===== src/mmt_pkg.sv =====
// Shared constants, codes and control/status types for the multiset mex tracker.
// No dependencies; every other file imports this package.
`timescale 1ns / 1ps

package mmt_pkg;

    // Table geometry
    localparam int VALUE_SLOTS = 1024;
    localparam int BLOCK_SIZE  = 32;
    localparam int COUNT_BITS  = 16;

    localparam int NUM_BLOCKS = (VALUE_SLOTS + BLOCK_SIZE - 1) / BLOCK_SIZE;
    localparam int LAST_LEN   = VALUE_SLOTS - (NUM_BLOCKS - 1) * BLOCK_SIZE;
    localparam int ADDR_W     = $clog2(VALUE_SLOTS);
    localparam int BLK_SH     = $clog2(BLOCK_SIZE);
    localparam int BLK_W      = $clog2(NUM_BLOCKS);
    localparam int FILL_W     = $clog2(BLOCK_SIZE + 1);

    // Field widths
    localparam int CMD_W   = 2;
    localparam int VAL_W   = 16;
    localparam int LIMIT_W = 10;
    localparam int MEX_W   = 11;

    localparam int S_DATA_W = 40;
    localparam int M_DATA_W = 16;

    localparam logic [COUNT_BITS-1:0] COUNT_MAX   = '1;
    localparam logic [VAL_W:0]        SLOTS_EXT   = (VAL_W + 1)'(VALUE_SLOTS);
    localparam logic [LIMIT_W-1:0]    LIMIT_RESET = '1;

    typedef enum logic [CMD_W-1:0] {
        CMD_INSERT  = 2'd0,
        CMD_REMOVE  = 2'd1,
        CMD_REPLACE = 2'd2,
        CMD_QUERY   = 2'd3
    } cmd_t;

    typedef enum logic [1:0] {
        SEL_OLD,
        SEL_NEW,
        SEL_SCAN
    } sel_t;

    typedef enum logic [3:0] {
        S_CLEAR,
        S_IDLE,
        S_DECODE,
        S_RD_TAKE,
        S_UPD_TAKE,
        S_RD_PUT,
        S_UPD_PUT,
        S_BSCAN,
        S_VSCAN,
        S_EMIT
    } state_t;

    // Commands from the controller to the datapath
    typedef struct packed {
        logic in_load;
        logic clr_wr;
        logic rd_en;
        sel_t sel;
        logic upd_en;
        logic upd_take;
        logic blk_clr;
        logic blk_inc;
        logic scan_load;
        logic scan_run;
        logic mex_hit;
        logic mex_full;
        logic out_load;
    } ctl_t;

    // Status from the datapath to the controller
    typedef struct packed {
        logic clr_last;
        cmd_t cmd;
        logic old_ok;
        logic new_ok;
        logic blk_open;
        logic blk_last;
        logic zero_hit;
        logic out_free;
    } sts_t;

endpackage


===== src/mmt_ctrl.sv =====
// Sequencer of the mex tracker: clearing pass, count updates and the two-level
// mex scan. Drives the datapath through ctl_t and reads sts_t. Depends on mmt_pkg.
`timescale 1ns / 1ps

module mmt_ctrl import mmt_pkg::*;
(
    input  logic clk,
    input  logic rst_n,
    input  logic s_tvalid,
    output logic s_tready,
    input  sts_t sts,
    output ctl_t ctl
);

    state_t state_reg;
    state_t state_next;

    // State register
    always_ff @(posedge clk or negedge rst_n)
    begin
        if (!rst_n)
        begin
            state_reg <= S_CLEAR;
        end
        else
        begin
            state_reg <= state_next;
        end
    end

    // Next state and datapath commands
    always_comb
    begin
        state_next = state_reg;
        ctl        = '0;
        ctl.sel    = SEL_OLD;
        s_tready   = 1'b0;

        case (state_reg)
            S_CLEAR:
            begin
                ctl.clr_wr = 1'b1;
                if (sts.clr_last)
                begin
                    state_next = S_IDLE;
                end
            end

            S_IDLE:
            begin
                s_tready = 1'b1;
                if (s_tvalid)
                begin
                    ctl.in_load = 1'b1;
                    state_next  = S_DECODE;
                end
            end

            S_DECODE:
            begin
                case (sts.cmd)
                    CMD_INSERT:
                    begin
                        state_next = sts.old_ok ? S_RD_PUT : S_IDLE;
                    end
                    CMD_REMOVE:
                    begin
                        state_next = sts.old_ok ? S_RD_TAKE : S_IDLE;
                    end
                    CMD_REPLACE:
                    begin
                        if (sts.old_ok)
                        begin
                            state_next = S_RD_TAKE;
                        end
                        else
                        begin
                            state_next = sts.new_ok ? S_RD_PUT : S_IDLE;
                        end
                    end
                    default:
                    begin
                        ctl.blk_clr = 1'b1;
                        state_next  = S_BSCAN;
                    end
                endcase
            end

            S_RD_TAKE:
            begin
                ctl.rd_en  = 1'b1;
                state_next = S_UPD_TAKE;
            end

            S_UPD_TAKE:
            begin
                ctl.upd_en   = 1'b1;
                ctl.upd_take = 1'b1;
                if (sts.cmd == CMD_REPLACE && sts.new_ok)
                begin
                    state_next = S_RD_PUT;
                end
                else
                begin
                    state_next = S_IDLE;
                end
            end

            S_RD_PUT:
            begin
                ctl.rd_en  = 1'b1;
                ctl.sel    = (sts.cmd == CMD_REPLACE) ? SEL_NEW : SEL_OLD;
                state_next = S_UPD_PUT;
            end

            S_UPD_PUT:
            begin
                ctl.upd_en = 1'b1;
                ctl.sel    = (sts.cmd == CMD_REPLACE) ? SEL_NEW : SEL_OLD;
                state_next = S_IDLE;
            end

            // Visit one block a cycle until one is not full or the last block is full
            S_BSCAN:
            begin
                if (sts.blk_open)
                begin
                    ctl.scan_load = 1'b1;
                    state_next    = S_VSCAN;
                end
                else if (sts.blk_last)
                begin
                    ctl.mex_full = 1'b1;
                    state_next   = S_EMIT;
                end
                else
                begin
                    ctl.blk_inc = 1'b1;
                end
            end

            // Stream reads through the block; stop at the first zero count
            S_VSCAN:
            begin
                ctl.rd_en    = 1'b1;
                ctl.sel      = SEL_SCAN;
                ctl.scan_run = 1'b1;
                if (sts.zero_hit)
                begin
                    ctl.mex_hit = 1'b1;
                    state_next  = S_EMIT;
                end
            end

            S_EMIT:
            begin
                if (sts.out_free)
                begin
                    ctl.out_load = 1'b1;
                    state_next   = S_IDLE;
                end
            end

            default:
            begin
                state_next = S_IDLE;
            end
        endcase
    end

endmodule


===== config.mk =====
export PLATFORM = sky130hd
export DESIGN_NAME = mmt_ctrl
export DESIGN_NICKNAME = d
export VERILOG_FILES = /design/src/mmt_pkg.sv /design/src/mmt_ctrl.sv
export SDC_FILE = /design/constraint.sdc
export NUM_CORES = 1
export LEC_CHECK = 0
export BUFFER_PORTS_ARGS = -buffer_cell sky130_fd_sc_hd__buf_2
export CORE_AREA = 2 2 39 41
export CTS_CLUSTER_SIZE = 8
export DETAILED_ROUTE_END_ITERATION = 16
export DIE_AREA = 0 0 41 43
export PLACE_DENSITY = 0.72
export RECOVER_POWER = 100
export REMOVE_ABC_BUFFERS = 1
export SETUP_SLACK_MARGIN = 0.05
export SLEW_MARGIN = 25
export SYNTH_ARGS = -nofsm -noshare
export SYNTH_HDL_FRONTEND = slang
export SYNTH_SLANG_ARGS = --single-unit

===== constraint.sdc =====
create_clock -name clk -period 1.8 [get_ports clk]
set_input_delay 0.18 -clock clk [delete_from_list [all_inputs] [get_ports clk]]
set_output_delay 0.18 -clock clk [all_outputs]
set_load 0.02 [all_outputs]

==> impl_metrics.yaml <==
worst_setup_path:
  r2r_end: "state_reg[0]"
  critPathRequiredTime_ps: 1620
  r2r-start: "state_reg[0]"
  cp_max_fo: 4
  path_class: "register to output pin"
  critPathCaptureType: "output pin"
  startpoint_type: "register"
  r2r_slack_ps: 110
  reg2reg_depth: 4
  arrival_ps: 1550
sta:
  setup_viol: 0
  finalCriticalPeriod_ps: 1730
  timing.final.ws_setup_ps: 69.5
  max-slew-margin-rel_pct: 75.3
  fmax_ghz: 0.578
  finalCritPeriodShare_pct: 96.1
  fin_setup_tns_ps: 0
  clock_skew_ps: 1.95
  finalHoldViolCount: 0
  rsz0062_at_grt: "true"
  slew_viol_final: 0
  tightestPinTransition_ps: 366
detailed_routing:
  drt_iter0_markers: 6
  drc_errors: 0
  num_vias: 497
  ant_nets: 0
  drt-pass1-iter-count: 4
  wl_per_cell_um: 11.3
  viasPerCell: 4.97
  wl_mm: 1.13
yosys:
  synth_top_area_cell: "dfrtp_1"
  ys.flop_type: "dfrtp_1"
  synth_edf_count: 0
  synth_area_um2: 450
  synth_cells: 54
  yosys.area.top_type_share_pct: 22.2
  ys_types: 31
  async_flop_share_pct: 100
  yosys-top-cells-area: "dfrtp_1 (22%), nand4b_1 (5.8%), nor3_1 (5.6%)"
  ys_warn_count: 0
  syn_avg_cell_area_um2: 8.34
  ys_ff_latch: 4
  ys_seq_area_share_pct: 22.2
  synthTopCellsByCount: "nor2_1 (5), nor3_1 (5), dfrtp_1 (4)"
place:
  placed_area_um2: 584
  place_congestion: 0.680
  dp_cells: 94
  port_buffers: 26
  dp_slack_ps: 92.1
  hpwl_um: 880
power_and_ir_drop:
  total_power_uw: 956
  ir_drop_mv: 0.512
  p_leak_nw: 0.290
  p_per_area_nw_per_um2: 1490
global_route:
  grt_overflow: 0
  grt_pass1_vias: 438
  grt_first_pass_wirelength_mm: 1.70
  grt_max_degree: 12
  antenna_found_initial: 0
  grt_usage_pct: 14.3
clock_tree:
  cts_buffer_depth: 2
  cts.sinks: 4
  cts_buffers: 3
  htreeDepth: 1
  clockRootBuffer: "clkbuf_4"
  clkLatencyLatePin_ps: 230
  cts_tree: "yes"
  clk_pin_slew_ps: 40
min_path:
  worstHoldEndpoint: "state_reg[2]"
  hp-start: "sts[4]"
  holdPathStages: 3
  min_path_type: "input port to register"
die:
  fp.dieW_um: 41
  io-pin-count: 27
  core_um2: 1380
  fp.dieH_um: 43
  rows: 14
  initial_utilization_pct: 32.5
  die_area_um2: 1760
layout:
  final_area_um2: 641
  antenna_cells: 0
  largest_reg_flops: 4
  num-nets-final: 98
  area_delta_synth_final_pct: 42.2
  fillers: 147
  fin_cells: 100
  multi_input_area_um2: 320
  final-seq-area_um2: 104
  drive_gt1_share_pct: 42.9
status:
  outcome: "completed"
job:
  max_cap_viol_count: 0
-- metal layers --
| metal | global-route usage, % | share of wire (%) | vias to the layer above |
|---|---|---|---|
| met1 | 15.4 | 43 | 223 |
| li1 | - | - | 253 |
| met5 | 0 | 0 | - |
| met4 | 6.00 | 0 | 0 |
| met3 | 4.71 | 8.4 | 0 |
| met2 | 24.1 | 49 | 21 |
-- area by class of cell --
| cell class | instances | share of cell area, % |
|---|---|---|
| Sequential cell | 4 | 16.2 |
| Multi-Input combinational cell | 43 | 50.0 |
| Tap cell | 16 | 3.13 |
| Inverter | 2 | 1.17 |
| Timing Repair Buffer | 32 | 26.0 |
| Clock buffer | 3 | 3.52 |
-- worst max-delay path, stage by stage, from the launching register on --
cell and delay (ps):
dfrtp_2 420, clkbuf_1 110, or4b_4 520, nor2_1 130, buf_6 130
-- where the power goes --
| group | internal, mW | total [mW] | switching (mW) |
|---|---|---|---|
| sequential | 0.138 | 0.214 | 0.0762 |
| clock | 0.0744 | 0.108 | 0.0336 |
| combinational | 0.278 | 0.633 | 0.355 |
-- placed cells by master (no fill, tap or decap), types with 2 or more instances in the layout --
master,instances
clkbuf_2,3
o21ai_0,2
mux2_1,2
dfrtp_2,3
buf_2,14
nand2b_1,2
buf_4,3
nor3_2,2
clkbuf_4,3
inv_1,2
nor3_1,3
nor2b_1,2
nand4b_1,3
nor2_1,5
clkbuf_1,10
nand2_1,3
-- worst max path at each step --
stage | start | depth (start not counted) | end
3_3_place_gp | state_reg[0] | 4 | state_reg[1]
5_1_grt | state_reg[0] | 4 | ctl[6]
3_5_place_dp | state_reg[0] | 4 | state_reg[0]
4_1_cts | state_reg[0] | 4 | ctl[6]
2_1_floorplan | state_reg[2] | 3 | ctl[2]
6_report | state_reg[0] | 4 | ctl[6]
-- timing repair --
action                                 in CTS  in global routing
gates resized for setup                     6                  5
endpoints found under the hold margin       4                  0
pin swaps                                   2                  0
hold buffers                                1                  0
setup endpoints to repair                   4                  4
setup buffers                               0                  2
-- per-stage QoR --
step | utilization [%] | hold WS (ps)
floorplan | - | -116
global placement | 42.2 | -11.9
detailed placement | 42.2 | -9.73
CTS | 45.9 | 267
global route | 46.3 | 273
finish | 46.3 | 282
-- cell families after synthesis --
family,count (synthesis),synth area share (%)
buffers and inverters,7,10.3
DFF,4,22.2
xor gates and xnor gates,2,3.89
AOI/OAI and AO/OA,8,15.0
muxes,3,7.50
and+or+nand+nor,30,41.1
Power figures use the tool's default switching activity.
